--- src/rtl/lru_cache_count_cost_limit_core_assert.svh ---
// Assertion macros for the cache core
`ifndef LRU_CACHE_COUNT_COST_LIMIT_CORE_ASSERT_SVH
`define LRU_CACHE_COUNT_COST_LIMIT_CORE_ASSERT_SVH

// antecedent implies consequent in the same cycle
`define LRUCC_ASSERT_IMPL(label, ante, cons) \
	label: assert property (@(posedge clk) disable iff (!arst_n) (ante) |-> (cons)) \
		else $error("lrucc assertion failed");

// condition holds on every clock out of reset
`define LRUCC_ASSERT_ALWAYS(label, cond) \
	label: assert property (@(posedge clk) disable iff (!arst_n) (cond)) \
		else $error("lrucc assertion failed");

`endif

--- src/rtl/lrucc_pkg.sv ---
package lrucc_pkg;

	localparam int VAL_W  = 32;
	localparam int COST_W = 16;
	localparam int TOT_W  = 20;
	localparam int CL_W   = 5;
	localparam int ACT_W  = 3;

	localparam logic [ACT_W-1:0] ACT_GET      = 3'd0;
	localparam logic [ACT_W-1:0] ACT_SET      = 3'd1;
	localparam logic [ACT_W-1:0] ACT_CONTAIN  = 3'd2;
	localparam logic [ACT_W-1:0] ACT_REMOVE   = 3'd3;
	localparam logic [ACT_W-1:0] ACT_CLEAR    = 3'd4;

	localparam logic REG_COUNT_LIMIT = 1'b0;
	localparam logic REG_COST_LIMIT  = 1'b1;

	localparam logic [CL_W-1:0]  COUNT_LIMIT_RST = 5'd16;
	localparam logic [TOT_W-1:0] TOT_MAX         = '1;

	// recency order commands, at most one per cycle
	typedef struct packed {
		logic touch;
		logic drop;
		logic insert;
		logic clear;
	} ord_cmd_t;

	typedef enum logic [6:0] {
		ST_IDLE   = 7'b0000001,
		ST_SCAN   = 7'b0000010,
		ST_DECIDE = 7'b0000100,
		ST_EVICT  = 7'b0001000,
		ST_INSERT = 7'b0010000,
		ST_TRIM   = 7'b0100000,
		ST_FINAL  = 7'b1000000
	} state_t;

	// saturating add of a cost to the total
	function automatic logic [TOT_W-1:0] tot_add(input logic [TOT_W-1:0] t,
		input logic [COST_W-1:0] c);
		logic [TOT_W:0] s;
		s = {1'b0, t} + {{(TOT_W+1-COST_W){1'b0}}, c};
		return s[TOT_W] ? TOT_MAX : s[TOT_W-1:0];
	endfunction

	// subtract a cost, clamped at zero
	function automatic logic [TOT_W-1:0] tot_sub(input logic [TOT_W-1:0] t,
		input logic [COST_W-1:0] c);
		logic [TOT_W-1:0] cx;
		cx = {{(TOT_W-COST_W){1'b0}}, c};
		return (t > cx) ? (t - cx) : '0;
	endfunction

endpackage

--- src/rtl/lrucc_req_if.sv ---
interface lrucc_req_if #(parameter int KEY_BITS = 32);
	logic                               valid;
	logic                               ready;
	logic [lrucc_pkg::ACT_W-1:0]        action;
	logic [KEY_BITS-1:0]                key;
	logic [lrucc_pkg::VAL_W-1:0]        value_handle;
	logic [lrucc_pkg::COST_W-1:0]       cost;

	modport source (output valid, action, key, value_handle, cost, input ready);
	modport sink (input valid, action, key, value_handle, cost, output ready);
endinterface

--- src/rtl/lrucc_rsp_if.sv ---
interface lrucc_rsp_if #(parameter int KEY_BITS = 32);
	logic                               valid;
	logic                               ready;
	logic                               is_eviction;
	logic                               hit;
	logic [KEY_BITS-1:0]                out_key;
	logic [lrucc_pkg::VAL_W-1:0]        out_value;
	logic [lrucc_pkg::COST_W-1:0]       out_cost;
	logic                               last;

	modport source (output valid, is_eviction, hit, out_key, out_value, out_cost, last,
		input ready);
	modport sink (input valid, is_eviction, hit, out_key, out_value, out_cost, last,
		output ready);
endinterface

--- src/rtl/lrucc_ram.sv ---
module lrucc_ram #(
	parameter int WIDTH = 8,
	parameter int DEPTH = 16
) (
	input  logic                     clk,
	input  logic                     we,
	input  logic [$clog2(DEPTH)-1:0] waddr,
	input  logic [WIDTH-1:0]         wdata,
	input  logic [$clog2(DEPTH)-1:0] raddr,
	output logic [WIDTH-1:0]         rdata
);

	logic [WIDTH-1:0] mem [DEPTH];

	always_ff @(posedge clk) begin
		if (we) begin
			mem[waddr] <= wdata;
		end
		rdata <= mem[raddr];
	end

endmodule

--- src/rtl/lrucc_order.sv ---
// Valid bits and recency ranks, one cell per slot; rank 0 is most recent
module lrucc_order #(
	parameter int ENTRIES = 16
) (
	input  logic                       clk,
	input  logic                       arst_n,
	input  lrucc_pkg::ord_cmd_t        cmd,
	input  logic [$clog2(ENTRIES)-1:0] slot,
	input  logic [$clog2(ENTRIES)-1:0] rd_idx,
	output logic                       rd_valid,
	output logic [$clog2(ENTRIES)-1:0] rd_rank
);

	localparam int IDX_W = $clog2(ENTRIES);

	logic             valid_q [ENTRIES];
	logic [IDX_W-1:0] rank_q  [ENTRIES];
	logic [IDX_W-1:0] sel_rank;

	assign sel_rank = rank_q[slot];
	assign rd_valid = valid_q[rd_idx];
	assign rd_rank  = rank_q[rd_idx];

	// each cell follows the command against the selected slot's rank
	always_ff @(posedge clk or negedge arst_n) begin
		if (!arst_n) begin
			for (int i = 0; i < ENTRIES; i++) begin
				valid_q[i] <= 1'b0;
				rank_q[i]  <= '0;
			end
		end else begin
			for (int i = 0; i < ENTRIES; i++) begin
				if (cmd.clear) begin
					valid_q[i] <= 1'b0;
					rank_q[i]  <= '0;
				end else if (cmd.touch) begin
					if (IDX_W'(i) == slot) begin
						rank_q[i] <= '0;
					end else if (valid_q[i] && rank_q[i] < sel_rank) begin
						rank_q[i] <= rank_q[i] + 1'b1;
					end
				end else if (cmd.drop) begin
					if (IDX_W'(i) == slot) begin
						valid_q[i] <= 1'b0;
						rank_q[i]  <= '0;
					end else if (valid_q[i] && rank_q[i] > sel_rank) begin
						rank_q[i] <= rank_q[i] - 1'b1;
					end
				end else if (cmd.insert) begin
					if (IDX_W'(i) == slot) begin
						valid_q[i] <= 1'b1;
						rank_q[i]  <= '0;
					end else if (valid_q[i]) begin
						rank_q[i] <= rank_q[i] + 1'b1;
					end
				end
			end
		end
	end

endmodule

--- src/rtl/lru_cache_count_cost_limit_core.sv ---
// Get, contain and remove scan the entry RAM at one read a cycle, then decide and output
// their result; a set also writes the entry on a hit or inserts a new key, first evicting
// the least recent entry when the store is full, then trims by evicting while a limit is
// exceeded; clear and unknown actions go straight to the final result.
// Throughput: one item at a time, the next accepted the cycle after the final result is
// registered; a stalled result holds the sequencer. Reset: all entries invalid, count and
// total cost zero, count limit 16 and cost limit at its maximum.
module lru_cache_count_cost_limit_core #(
	parameter int ENTRIES  = 16,
	parameter int KEY_BITS = 32
) (
	input  logic                clk,
	input  logic                arst_n,
	lrucc_req_if.sink           req,
	lrucc_rsp_if.source         rsp,
	input  logic                cfg_we,
	input  logic                cfg_index,
	input  logic [19:0]         cfg_data
);

	localparam int IDX_W  = $clog2(ENTRIES);
	localparam int CNT_W  = $clog2(ENTRIES + 1);
	localparam int CMP_W  = (CNT_W > lrucc_pkg::CL_W) ? CNT_W : lrucc_pkg::CL_W;
	localparam int WORD_W = KEY_BITS + lrucc_pkg::VAL_W + lrucc_pkg::COST_W;

	lrucc_pkg::state_t state_q;

	logic [lrucc_pkg::ACT_W-1:0]   act_q;
	logic [KEY_BITS-1:0]           key_q;
	logic [lrucc_pkg::VAL_W-1:0]   val_q;
	logic [lrucc_pkg::COST_W-1:0]  cost_q;

	logic [lrucc_pkg::CL_W-1:0]    count_limit_q;
	logic [lrucc_pkg::TOT_W-1:0]   cost_limit_q;
	logic [CNT_W-1:0]              count_q;
	logic [lrucc_pkg::TOT_W-1:0]   total_q;
	logic [CNT_W-1:0]              n_q;

	logic [IDX_W:0]                scan_q;
	logic                          vld_s1;
	logic [IDX_W-1:0]              idx_s1;
	logic                          lru_mode_q;
	logic                          hit_q;
	logic                          free_found_q;
	logic [IDX_W-1:0]              free_q;
	logic [IDX_W-1:0]              slot_q;
	logic                          ins_pend_q;
	logic [KEY_BITS-1:0]           cap_key_q;
	logic [lrucc_pkg::VAL_W-1:0]   cap_val_q;
	logic [lrucc_pkg::COST_W-1:0]  cap_cost_q;

	logic                          out_vld_q;
	logic                          out_ev_q;
	logic                          out_hit_q;
	logic [KEY_BITS-1:0]           out_key_q;
	logic [lrucc_pkg::VAL_W-1:0]   out_val_q;
	logic [lrucc_pkg::COST_W-1:0]  out_cost_q;
	logic                          out_last_q;

	logic                          ram_we;
	logic [WORD_W-1:0]             ram_rdata;
	logic [KEY_BITS-1:0]           rd_key;
	logic [lrucc_pkg::VAL_W-1:0]   rd_val;
	logic [lrucc_pkg::COST_W-1:0]  rd_cost;
	logic                          rd_valid;
	logic [IDX_W-1:0]              rd_rank;
	lrucc_pkg::ord_cmd_t           ord_cmd;
	logic [IDX_W-1:0]              ord_slot;

	logic accept;
	logic can_emit;
	logic out_load;
	logic scan_end;
	logic cnt_over;
	logic cost_over;
	logic trim_room;
	logic is_lookup;
	logic [CNT_W-1:0] cnt_m1;

	assign req.ready = (state_q == lrucc_pkg::ST_IDLE);
	assign accept    = req.valid && req.ready;
	assign can_emit  = !out_vld_q || rsp.ready;
	assign out_load  = can_emit &&
		((state_q == lrucc_pkg::ST_EVICT) || (state_q == lrucc_pkg::ST_FINAL));
	assign scan_end  = vld_s1 && (idx_s1 == IDX_W'(ENTRIES - 1));
	assign cnt_m1    = count_q - 1'b1;
	assign cnt_over  = CMP_W'(count_q) > CMP_W'(count_limit_q);
	assign cost_over = total_q > cost_limit_q;
	assign trim_room = (count_q != '0) && (n_q < CNT_W'(ENTRIES));
	assign is_lookup = (act_q == lrucc_pkg::ACT_GET) || (act_q == lrucc_pkg::ACT_CONTAIN) ||
		(act_q == lrucc_pkg::ACT_REMOVE);

	assign {rd_key, rd_val, rd_cost} = ram_rdata;

	assign rsp.valid       = out_vld_q;
	assign rsp.is_eviction = out_ev_q;
	assign rsp.hit         = out_hit_q;
	assign rsp.out_key     = out_key_q;
	assign rsp.out_value   = out_val_q;
	assign rsp.out_cost    = out_cost_q;
	assign rsp.last        = out_last_q;

	// entry store: key, value and cost in one word
	lrucc_ram #(
		.WIDTH (WORD_W),
		.DEPTH (ENTRIES)
	) u_ram (
		.clk   (clk),
		.we    (ram_we),
		.waddr (slot_q),
		.wdata ({key_q, val_q, cost_q}),
		.raddr (scan_q[IDX_W-1:0]),
		.rdata (ram_rdata)
	);

	lrucc_order #(
		.ENTRIES (ENTRIES)
	) u_order (
		.clk      (clk),
		.arst_n   (arst_n),
		.cmd      (ord_cmd),
		.slot     (ord_slot),
		.rd_idx   (idx_s1),
		.rd_valid (rd_valid),
		.rd_rank  (rd_rank)
	);

	// RAM writes and recency commands for the current state
	always_comb begin
		ram_we   = 1'b0;
		ord_cmd  = '0;
		ord_slot = slot_q;
		case (state_q)
			lrucc_pkg::ST_IDLE: begin
				if (accept && req.action == lrucc_pkg::ACT_CLEAR) begin
					ord_cmd.clear = 1'b1;
				end
			end
			lrucc_pkg::ST_DECIDE: begin
				if (hit_q) begin
					if (act_q == lrucc_pkg::ACT_SET) begin
						ram_we        = 1'b1;
						ord_cmd.touch = 1'b1;
					end else if (act_q == lrucc_pkg::ACT_GET) begin
						ord_cmd.touch = 1'b1;
					end else if (act_q == lrucc_pkg::ACT_REMOVE) begin
						ord_cmd.drop = 1'b1;
					end
				end
			end
			lrucc_pkg::ST_EVICT: begin
				ord_cmd.drop = can_emit;
			end
			lrucc_pkg::ST_INSERT: begin
				ram_we         = 1'b1;
				ord_cmd.insert = 1'b1;
			end
			default: begin
			end
		endcase
	end

	// sequencer, scan pipeline, totals and output register
	always_ff @(posedge clk or negedge arst_n) begin
		if (!arst_n) begin
			state_q       <= lrucc_pkg::ST_IDLE;
			act_q         <= '0;
			key_q         <= '0;
			val_q         <= '0;
			cost_q        <= '0;
			count_limit_q <= lrucc_pkg::COUNT_LIMIT_RST;
			cost_limit_q  <= lrucc_pkg::TOT_MAX;
			count_q       <= '0;
			total_q       <= '0;
			n_q           <= '0;
			scan_q        <= '0;
			vld_s1        <= 1'b0;
			idx_s1        <= '0;
			lru_mode_q    <= 1'b0;
			hit_q         <= 1'b0;
			free_found_q  <= 1'b0;
			free_q        <= '0;
			slot_q        <= '0;
			ins_pend_q    <= 1'b0;
			cap_key_q     <= '0;
			cap_val_q     <= '0;
			cap_cost_q    <= '0;
			out_vld_q     <= 1'b0;
			out_ev_q      <= 1'b0;
			out_hit_q     <= 1'b0;
			out_key_q     <= '0;
			out_val_q     <= '0;
			out_cost_q    <= '0;
			out_last_q    <= 1'b0;
		end else begin
			// configuration writes
			if (cfg_we) begin
				if (cfg_index == lrucc_pkg::REG_COUNT_LIMIT) begin
					count_limit_q <= cfg_data[lrucc_pkg::CL_W-1:0];
				end else begin
					cost_limit_q <= cfg_data;
				end
			end

			// output valid: loaded by evict or final, cleared when taken
			if (out_load) begin
				out_vld_q <= 1'b1;
			end else if (rsp.ready) begin
				out_vld_q <= 1'b0;
			end

			case (state_q)
				lrucc_pkg::ST_IDLE: begin
					if (accept) begin
						act_q        <= req.action;
						key_q        <= req.key;
						val_q        <= req.value_handle;
						cost_q       <= req.cost;
						n_q          <= '0;
						hit_q        <= 1'b0;
						free_found_q <= 1'b0;
						ins_pend_q   <= 1'b0;
						lru_mode_q   <= 1'b0;
						scan_q       <= '0;
						vld_s1       <= 1'b0;
						if (req.action == lrucc_pkg::ACT_CLEAR) begin
							count_q <= '0;
							total_q <= '0;
							state_q <= lrucc_pkg::ST_FINAL;
						end else if (req.action == lrucc_pkg::ACT_GET ||
							req.action == lrucc_pkg::ACT_SET ||
							req.action == lrucc_pkg::ACT_CONTAIN ||
							req.action == lrucc_pkg::ACT_REMOVE) begin
							state_q <= lrucc_pkg::ST_SCAN;
						end else begin
							state_q <= lrucc_pkg::ST_FINAL;
						end
					end
				end
				lrucc_pkg::ST_SCAN: begin
					// issue one read a cycle
					if (scan_q < (IDX_W + 1)'(ENTRIES)) begin
						scan_q <= scan_q + 1'b1;
						vld_s1 <= 1'b1;
						idx_s1 <= scan_q[IDX_W-1:0];
					end else begin
						vld_s1 <= 1'b0;
					end
					// check the word read last cycle
					if (vld_s1) begin
						if (!lru_mode_q) begin
							if (rd_valid && rd_key == key_q) begin
								hit_q      <= 1'b1;
								slot_q     <= idx_s1;
								cap_key_q  <= rd_key;
								cap_val_q  <= rd_val;
								cap_cost_q <= rd_cost;
							end
							if (!rd_valid && !free_found_q) begin
								free_found_q <= 1'b1;
								free_q       <= idx_s1;
							end
						end else if (rd_valid && CNT_W'(rd_rank) == cnt_m1) begin
							slot_q     <= idx_s1;
							cap_key_q  <= rd_key;
							cap_val_q  <= rd_val;
							cap_cost_q <= rd_cost;
						end
					end
					if (scan_end) begin
						state_q <= lru_mode_q ? lrucc_pkg::ST_EVICT : lrucc_pkg::ST_DECIDE;
					end
				end
				lrucc_pkg::ST_DECIDE: begin
					if (act_q == lrucc_pkg::ACT_SET) begin
						if (hit_q) begin
							total_q <= lrucc_pkg::tot_add(
								lrucc_pkg::tot_sub(total_q, cap_cost_q), cost_q);
							state_q <= lrucc_pkg::ST_TRIM;
						end else if (free_found_q) begin
							slot_q  <= free_q;
							state_q <= lrucc_pkg::ST_INSERT;
						end else begin
							// full: evict the least recent entry first
							ins_pend_q <= 1'b1;
							lru_mode_q <= 1'b1;
							scan_q     <= '0;
							vld_s1     <= 1'b0;
							state_q    <= lrucc_pkg::ST_SCAN;
						end
					end else begin
						if (act_q == lrucc_pkg::ACT_REMOVE && hit_q) begin
							count_q <= count_q - 1'b1;
							total_q <= lrucc_pkg::tot_sub(total_q, cap_cost_q);
						end
						state_q <= lrucc_pkg::ST_FINAL;
					end
				end
				lrucc_pkg::ST_EVICT: begin
					if (can_emit) begin
						out_ev_q   <= 1'b1;
						out_hit_q  <= 1'b0;
						out_key_q  <= cap_key_q;
						out_val_q  <= cap_val_q;
						out_cost_q <= cap_cost_q;
						out_last_q <= 1'b0;
						count_q    <= count_q - 1'b1;
						total_q    <= lrucc_pkg::tot_sub(total_q, cap_cost_q);
						n_q        <= n_q + 1'b1;
						if (ins_pend_q) begin
							ins_pend_q <= 1'b0;
							state_q    <= lrucc_pkg::ST_INSERT;
						end else begin
							state_q <= lrucc_pkg::ST_TRIM;
						end
					end
				end
				lrucc_pkg::ST_INSERT: begin
					count_q <= count_q + 1'b1;
					total_q <= lrucc_pkg::tot_add(total_q, cost_q);
					state_q <= lrucc_pkg::ST_TRIM;
				end
				lrucc_pkg::ST_TRIM: begin
					if ((cnt_over || cost_over) && trim_room) begin
						lru_mode_q <= 1'b1;
						scan_q     <= '0;
						vld_s1     <= 1'b0;
						state_q    <= lrucc_pkg::ST_SCAN;
					end else begin
						state_q <= lrucc_pkg::ST_FINAL;
					end
				end
				lrucc_pkg::ST_FINAL: begin
					if (can_emit) begin
						out_ev_q   <= 1'b0;
						out_hit_q  <= hit_q && is_lookup;
						out_key_q  <= key_q;
						out_last_q <= 1'b1;
						if (act_q == lrucc_pkg::ACT_GET && hit_q) begin
							out_val_q  <= cap_val_q;
							out_cost_q <= cap_cost_q;
						end else begin
							out_val_q  <= '0;
							out_cost_q <= '0;
						end
						state_q <= lrucc_pkg::ST_IDLE;
					end
				end
				default: begin
					state_q <= lrucc_pkg::ST_IDLE;
				end
			endcase
		end
	end

	`include "lru_cache_count_cost_limit_core_assert.svh"

	`LRUCC_ASSERT_IMPL(a_evict_not_last, rsp.valid && rsp.is_eviction, !rsp.last && !rsp.hit)
	`LRUCC_ASSERT_ALWAYS(a_count_bound, count_q <= CNT_W'(ENTRIES))
	`LRUCC_ASSERT_ALWAYS(a_one_cmd, $onehot0(ord_cmd))
	`LRUCC_ASSERT_IMPL(a_ram_write_quiet, ram_we, !vld_s1 && state_q != lrucc_pkg::ST_SCAN)

endmodule
--- src/flat_wrapper.sv ---
// flat-port wrapper written by rule: the top's interface ports become plain ports
module lru_cache_count_cost_limit_core_flat 
#(
	parameter int ENTRIES  = 16,
	parameter int KEY_BITS = 32
)
  (clk, arst_n, cfg_we, cfg_index, cfg_data, req_valid, req_action, req_key, req_value_handle, req_cost, req_ready, rsp_valid, rsp_is_eviction, rsp_hit, rsp_out_key, rsp_out_value, rsp_out_cost, rsp_last, rsp_ready);
  lrucc_req_if #(.KEY_BITS(KEY_BITS)) req_i ();
  lrucc_rsp_if #(.KEY_BITS(KEY_BITS)) rsp_i ();
  input  logic clk;
  input  logic arst_n;
  input  logic cfg_we;
  input  logic cfg_index;
  input  logic [19:0] cfg_data;
  input wire logic [$bits(req_i.valid)-1:0] req_valid;
  input wire logic [$bits(req_i.action)-1:0] req_action;
  input wire logic [$bits(req_i.key)-1:0] req_key;
  input wire logic [$bits(req_i.value_handle)-1:0] req_value_handle;
  input wire logic [$bits(req_i.cost)-1:0] req_cost;
  output wire logic [$bits(req_i.ready)-1:0] req_ready;
  output wire logic [$bits(rsp_i.valid)-1:0] rsp_valid;
  output wire logic [$bits(rsp_i.is_eviction)-1:0] rsp_is_eviction;
  output wire logic [$bits(rsp_i.hit)-1:0] rsp_hit;
  output wire logic [$bits(rsp_i.out_key)-1:0] rsp_out_key;
  output wire logic [$bits(rsp_i.out_value)-1:0] rsp_out_value;
  output wire logic [$bits(rsp_i.out_cost)-1:0] rsp_out_cost;
  output wire logic [$bits(rsp_i.last)-1:0] rsp_last;
  input wire logic [$bits(rsp_i.ready)-1:0] rsp_ready;
  assign req_i.valid = req_valid;
  assign req_i.action = req_action;
  assign req_i.key = req_key;
  assign req_i.value_handle = req_value_handle;
  assign req_i.cost = req_cost;
  assign req_ready = req_i.ready;
  assign rsp_valid = rsp_i.valid;
  assign rsp_is_eviction = rsp_i.is_eviction;
  assign rsp_hit = rsp_i.hit;
  assign rsp_out_key = rsp_i.out_key;
  assign rsp_out_value = rsp_i.out_value;
  assign rsp_out_cost = rsp_i.out_cost;
  assign rsp_last = rsp_i.last;
  assign rsp_i.ready = rsp_ready;
  lru_cache_count_cost_limit_core #(.ENTRIES(ENTRIES), .KEY_BITS(KEY_BITS)) u_core (.clk(clk), .arst_n(arst_n), .req(req_i), .rsp(rsp_i), .cfg_we(cfg_we), .cfg_index(cfg_index), .cfg_data(cfg_data));
endmodule
--- config.mk ---
export PLATFORM = sky130hd
export DESIGN_NAME = lru_cache_count_cost_limit_core_flat
export DESIGN_NICKNAME = d
export VERILOG_FILES = /design/src/rtl/lrucc_pkg.sv /design/src/rtl/lrucc_req_if.sv /design/src/rtl/lrucc_rsp_if.sv /design/src/rtl/lrucc_ram.sv /design/src/rtl/lrucc_order.sv /design/src/rtl/lru_cache_count_cost_limit_core.sv /design/src/flat_wrapper.sv
export VERILOG_INCLUDE_DIRS = /design/src /design/src/rtl
export SDC_FILE = /design/constraint.sdc
export NUM_CORES = 2
export LEC_CHECK = 0
export BUFFER_PORTS_ARGS = -buffer_cell sky130_fd_sc_hd__buf_4
export CORE_UTILIZATION = 55
export DETAILED_ROUTE_END_ITERATION = 12
export HOLD_SLACK_MARGIN = 0.08
export PLACE_DENSITY = 0.74
export SETUP_SLACK_MARGIN = 0.4
export SLEW_MARGIN = 5
export SYNTH_ARGS = -nofsm -noshare
export SYNTH_HDL_FRONTEND = slang
export SYNTH_SLANG_ARGS = --single-unit
--- constraint.sdc ---
create_clock -name clk -period 10.2 [get_ports clk]
set_input_delay 1.53 -clock clk [delete_from_list [all_inputs] [get_ports clk]]
set_output_delay 1.53 -clock clk [all_outputs]
set_load 0.01 [all_outputs]
**Yosys cells after proc, flatten, opt, wreduce, memory -nomap -nowiden**

Memories as Yosys holds them, arrays and structs flattened. A register that Yosys moved wholly into a read port is not among the register bits.
Cells that the tools add are included.
W data, S select, Z words.

- Register bits after elaboration: 411
- Bits in writable memories: 1280
- Output and inout port bits: 85
- Memories: 1

Memories:

| memory | words | width | read ports | clocked after Yosys merged registers in | wr ports | RTL line | text |
|---|---|---|---|---|---|---|---|
| u_core.u_ram.mem | 16 | 80 | 1 | 1 | 1 | lrucc_ram.sv:13 | `logic [WIDTH-1:0] mem [DEPTH];` |

- Add/sub/neg operators: 39
- $lt $le $gt $ge: 39
- Equal/unequal tests: 119
- Mux-type cells: 376
- Bitwise gates (word level): 4
- Reductions and logical operators: 137

Operator list:

| operator | number |
|---|---|
| $mux W4 | 172 |
| $mux W32 | 11 |
| $mux W20 | 9 |
| $reduce_and A4 Y1 | 35 |
| $mux W1 | 132 |
| $pmux W32 S2 | 2 |
| $ne A3 B3 Y1 const B | 33 |
| $mux W16 | 6 |
| $reduce_bool A5 Y1 | 17 |
| $ne A5 B4 Y1 const B | 16 |
| $pmux W20 S4 | 1 |
| $mux W5 | 13 |
| $add A4 B1 Y4 const B | 16 |
| $gt A4 B4 Y1 | 16 |
| $lt A4 B4 Y1 | 16 |
| $ne A4 B4 Y1 const B | 16 |
| $sub A4 B1 Y4 const B | 16 |
| $mux W7 | 9 |
| $pmux W7 S7 | 1 |
| $logic_and A1 B1 Y1 | 44 |
| $add A20 B16 Y21 | 2 |
| $pmux W5 S4 | 2 |
| $bmux W4 S4 | 2 |
| $eq A32 B32 Y1 | 1 |
| other kinds (51) | 126 |

**Longest topological paths before layout**

- Depth after elaboration: 11
- Gate-level depth with buffers: 23

**By module**

Synthesis repeated with hierarchy kept, for this count alone.

- Cell total of the unflattened synthesis: 4752
- Area total of the unflattened synthesis: 74774.2 um2

By module, submodules not included:

| module | instances | cells each | area each (um2) | seq. area each (um2) |
|---|---|---|---|---|
| lrucc_ram | 1 | 2054 | 49422.4 | 40038.4 |
| lru_cache_count_cost_limit_core | 1 | 1847 | 17389.2 | 8310.5 |
| lrucc_order | 1 | 851 | 7962.6 | 2001.9 |

**Worst setup path before layout**

OpenSTA, ideal clock, no wires.

- Kind: reg-to-reg
- Start point: register u_core.state_q[3]
- End point: memory u_core.u_ram.mem[12][0] (netlist bit), enable pin
- Library setup time: 715 ps
- Arrival: 9856 ps
- Required time: 9485 ps
- Slack: -371 ps
- Stages on the path, launching flop included: 10
- Path through: dfrtp_1 > clkbuf_1 > or4b_1 > or2_1 > clkbuf_1 > nor2_1 > and2_1 > clkbuf_1 > nor2_1 > nor4_1

- Cells in the longest elaborated chain, start to end: 4
- Elaborated cells on any way between the ends: 5

RTL lines:

| item | RTL line | text |
|---|---|---|
| from (decl) | lru_cache_count_cost_limit_core.sv:26 | `lrucc_pkg::state_t state_q;` |
| from (signal assigned) | lru_cache_count_cost_limit_core.sv:166 | `state_q <= lrucc_pkg::ST_IDLE;` |
| from (signal assigned) | lru_cache_count_cost_limit_core.sv:229 | `state_q <= lrucc_pkg::ST_FINAL;` |
| from (signal assigned) | lru_cache_count_cost_limit_core.sv:234 | `state_q <= lrucc_pkg::ST_SCAN;` |
| $eq A7 B5 Y1 / $eq A7 B3 Y1 (equally long branches) | lru_cache_count_cost_limit_core.sv:133 | `case (state_q)` |
| $pmux W1 S2 * | lru_cache_count_cost_limit_core.sv:133 |  |
| $mux W1 * | lrucc_ram.sv:16 | `if (we) begin` |
| $mux W1 (implied by the code) * | lrucc_ram.sv:17 | `mem[waddr] <= wdata;` |
| to (decl) | lrucc_ram.sv:13 |  |

Mark *: on every way between the ends. The rest lies on a longest branch, timed or not.

**Worst setup path after layout**

- Start point: register u_core.total_q[0] (netlist bit)
- End point: register u_core.total_q[4] (netlist bit)

- Cells in the longest elaborated chain, start to end: 7
- Elaborated cells on any way between the ends: 12

RTL lines:

| item | RTL line | text |
|---|---|---|
| from (decl) | lru_cache_count_cost_limit_core.sv:36 | `logic [lrucc_pkg::TOT_W-1:0] total_q;` |
| from (signal assigned) | lru_cache_count_cost_limit_core.sv:277 | `total_q <= lrucc_pkg::tot_add(` |
| from (signal assigned) | lru_cache_count_cost_limit_core.sv:294 | `total_q <= lrucc_pkg::tot_sub(total_q, cap_cost_q);` |
| from (signal assigned) | lru_cache_count_cost_limit_core.sv:308 | `total_q <= lrucc_pkg::tot_sub(total_q, cap_cost_q);` |
| $sub A20 B16 Y20 / $gt A20 B16 Y1 (equally long branches) | lrucc_pkg.sv:52 | `return (t > cx) ? (t - cx) : '0;` |
| $mux W20 | lrucc_pkg.sv:52 |  |
| $add A20 B16 Y21 | lrucc_pkg.sv:43 | `s = {1'b0, t} + {{(TOT_W+1-COST_W){1'b0}}, c};` |
| $mux W20 | lrucc_pkg.sv:44 | `return s[TOT_W] ? TOT_MAX : s[TOT_W-1:0];` |
| $mux W20 | lru_cache_count_cost_limit_core.sv:276 | `if (hit_q) begin` |
| $mux W20 | lru_cache_count_cost_limit_core.sv:275 | `if (act_q == lrucc_pkg::ACT_SET) begin` |
| $pmux W20 S4 * | lru_cache_count_cost_limit_core.sv:212 | `case (state_q)` |

Mark *: on every way between the ends. The rest lies on a longest branch, timed or not. The select of a mux whose other input is x is not followed.
A chain may end at the register's enable or synchronous reset.

==> flow_summary.toml <==
[yosys]
ys_seq_area_frac = 0.673
yosysUniqueCellTypes = 84
synth_area_sq_um = 74800
synthFlopType = "edfxtp_1"
yosys_warnings = 0
synth-seq-cells = 1771
yosys-top-cells-area = "edfxtp_1 51%, mux4_2 13%, dfrtp_1 13%"
syn-num-nets = 4832
yosysTopAreaCell = "edfxtp_1"
async_flop_share = 0.232
avgSynthCellArea_sq_um = 16.5
synth-edff-count = 1280
synth_most_common_cell = "edfxtp_1"
synth_top_area_frac = 0.514
yosys-top-cells-count = "1280 x edfxtp_1, 531 x nand2_1, 434 x mux4_2"
netlist_instances = 4546

[sta]
worst_slack_ns = 4.03
finalHoldViolCount = 0
min_period_ns = 6.17
finalCritPeriodShare = 0.605
fin_skew_ns = 0.0489
setup_tns_ns = 0
maxSlewViolCount = 0
relSlewSlack = 0.246
setup_viol = 0
fmax_mhz = 162
rsz0062_at_grt = "false"
worstMarginPinSlew_ns = 1.13

[routing]
firstDrtPassIters = 6
postRouteAntennaNets = 0
wirelength_um = 186000
dr_total_vias = 43000
drc = 0
wl_per_cell_um = 27.9
drt_iter0_drc = 4637
viasPerCell = 6.43

[clocking]
cts_buffers = 173
cts_root_buf = "clkbuf_16"
clockBufferDepth = 3
htreeDepth = 4
cts.clk_slew.worst_paths_ns = 0.07
post_cts_buffers = 0
cts_resized = 0
cts_tree = "yes"
clock-sinks = 1771
cts_hold_buffers = 0
clkLatencyLatePin_ns = 0.83

[global_route]
grt_usage = 0.276
overflow = 0
grt_start_max_net_pins = 153
antenna_found_initial = 2
grt_pass1_wl_um = 279000
grt_pass1_vias = 43300

[cells_and_area]
finish.utilization = 0.629
area_growth_pct = 12.8
antenna_cells = 0
drive_gt1_frac = 0.234
nets = 5055
fillerInstances = 9251

[place]
dp_hpwl_um = 102000
io_buffers = 193
dp_slack_ns = 4.16
gp_congestion = 0.911

[power_and_ir_drop]
sw_frac_of_total = 0.292
clockPowerShare = 0.324
ir_worst_vdd_uv = 161
leakagePower_nw = 30.4
seq_power_share = 0.485
comb_power_share = 0.191
power.density_nw_per_um2 = 245
power.switching_mw = 6.03
p_int_mw = 14.6

[setup_path]
ff2ff_setup_slack_ns = 4.03
start_kind = "flop"
r2r_end = "u_core.total_q[4]"
cp-end-kind = "flop"
cp_max_fo = 11
arrival_ns = 6.83
criticalPathCategory = "reg2reg"
r2r_start = "u_core.total_q[0]"
crit_required_ns = 10.87
r2r_cells = 22

[floorplan]
dieArea_sq_um = 137000
start_util = 0.558
rows = 134
core_area_sq_um = 134000
io_pins = 194
fp.dieW_um = 371
die_y_um = 371

[run]
cap_violations = 0

[worst_hold_path]
hold_depth = 1
hold_start = "u_core.u_ram.rdata[6]"
hold_end = "u_core.cap_cost_q[6]"
hold_path.class = "reg2reg"

[status]
status = "complete, no violations"
power by group through the flow:
stage | logic (mW) | registers, mW | clock network, mW
after floorplan | 2.93 | 9.62 | 0
after global placement | 3.85 | 10.1 | 0
after detailed placement | 3.92 | 10.1 | 0
after CTS | 3.97 | 9.98 | 6.77
after global routing | 4.29 | 10.1 | 7.04
final | 3.95 | 10.0 | 6.69
layer usage:
metal  vias up  part of all wire  track usage
met5         -                 0            0
met4         0             0.026       0.0809
met3       313             0.084       0.0464
met2      2199              0.49        0.446
met1     22300              0.40        0.389
li1      18200                 -            -
critical path: stages (launching register included):
cell and delay (ns):
dfrtp_1 0.40, inv_1 0.09, ha_1 0.17, inv_1 0.06, fa_1 0.43, a211oi_1 0.28
o21ai_0 0.25, a211oi_1 0.43, o21ai_1 0.18, o21ai_1 0.64, buf_4 0.31, nor2_1 0.09
ha_1 0.36, nor2b_1 0.19, o31a_1 0.18, or3_1 0.12, a21oi_1 0.12, o31a_1 0.31
a211o_1 0.29, nor3_2 0.51, buf_4 0.31, o21ai_0 0.11, o311ai_0 0.19
kinds of logic after synthesis:
group	synth area share
DFF	0.673
and+or+nand+nor	0.0558
AOI/OAI and AO/OA	0.0561
muxes	0.157
buffers and inverters	0.0175
adders and majority gates	0.0299
xor gates and xnor gates	0.0104
flip-flops by register name, summed over array words and instances, names as in the netlist, 5 cells and up:
name                    flops
u_core.val_q               32
u_core.count_q              5
u_core.rsp.out_value       32
u_core.u_ram.mem         1280
u_core.key_q               32
u_core.count_limit_q        5
u_core.cap_key_q           32
u_core.scan_q               5
u_core.state_q              7
u_core.n_q                  5
u_core.u_ram.rdata         80
u_core.u_order.rank_q      64
u_core.cap_val_q           32
u_core.rsp.out_key         32
u_core.cap_cost_q          16
u_core.rsp.out_cost        16
u_core.u_order.valid_q     16
u_core.cost_q              16
u_core.total_q             20
u_core.cost_limit_q        20
area by class of cell:
type                    count  area (sq um)  area share
clock buffers             226          4760      0.0564
clock inverters           102          1250      0.0149
inverters                 106           398     0.00472
multi-input cells        2447         23300       0.276
flip-flops and latches   1771         50400       0.597
well taps                1768          2210      0.0262
repair buffers            270          2070      0.0246
worst max path at each step:
| stage | from | end | slack (ns) | cells after the start |
|---|---|---|---|---|
| after floorplan | u_core.state_q[3] | u_core.u_ram.mem[1][0] | 1.86 | 9 |
| after global placement | u_core.total_q[0] | u_core.total_q[4] | 4.31 | 24 |
| after detailed placement | u_core.total_q[0] | u_core.total_q[4] | 4.16 | 24 |
| after CTS | u_core.total_q[0] | u_core.total_q[4] | 4.09 | 24 |
| after global routing | u_core.total_q[0] | u_core.total_q[4] | 3.61 | 24 |
| final | u_core.total_q[0] | u_core.total_q[4] | 4.03 | 22 |
cell usage in the layout (no fill, tap or decap), drive strengths merged, types with 16 or more instances in the layout:
cell,netlist,layout
a21o,34,34
a21oi,143,143
a22oi,45,45
and3,20,20
buf,46,270
bufinv,0,22
clkbuf,176,226
clkinv,0,64
dfrtp,389,389
dfstp,22,22
dfxtp,80,80
edfxtp,1280,1280
ha,174,174
inv,106,112
mux2,119,119
mux2i,34,34
mux4,434,434
nand2,531,531
nand2b,25,25
nand3,42,42
nand4,29,29
nor2,98,98
nor2b,41,41
nor3,33,33
nor4,17,17
o211ai,20,20
o21a,25,25
o21ai,254,254
o311ai,17,17
o31ai,33,33
or4,16,16
xnor2,40,40
xor2,49,49
through the flow:
| step | total power [mW] | instance area (sq um) | hold slack [ns] | instances |
|---|---|---|---|---|
| 3_3_place_gp | 13.9 | 78400 | 0.445 | 6362 |
| 2_1_floorplan | 12.6 | 74800 | 0.442 | 4546 |
| 4_1_cts | 20.7 | 84400 | 0.459 | 6690 |
| 6_report | 20.6 | 84400 | 0.456 | 6690 |
| 5_1_grt | 21.4 | 84400 | 0.467 | 6690 |
| 3_5_place_dp | 14.0 | 78400 | 0.449 | 6362 |
Note: power is estimated with default switching activity, not from simulation.
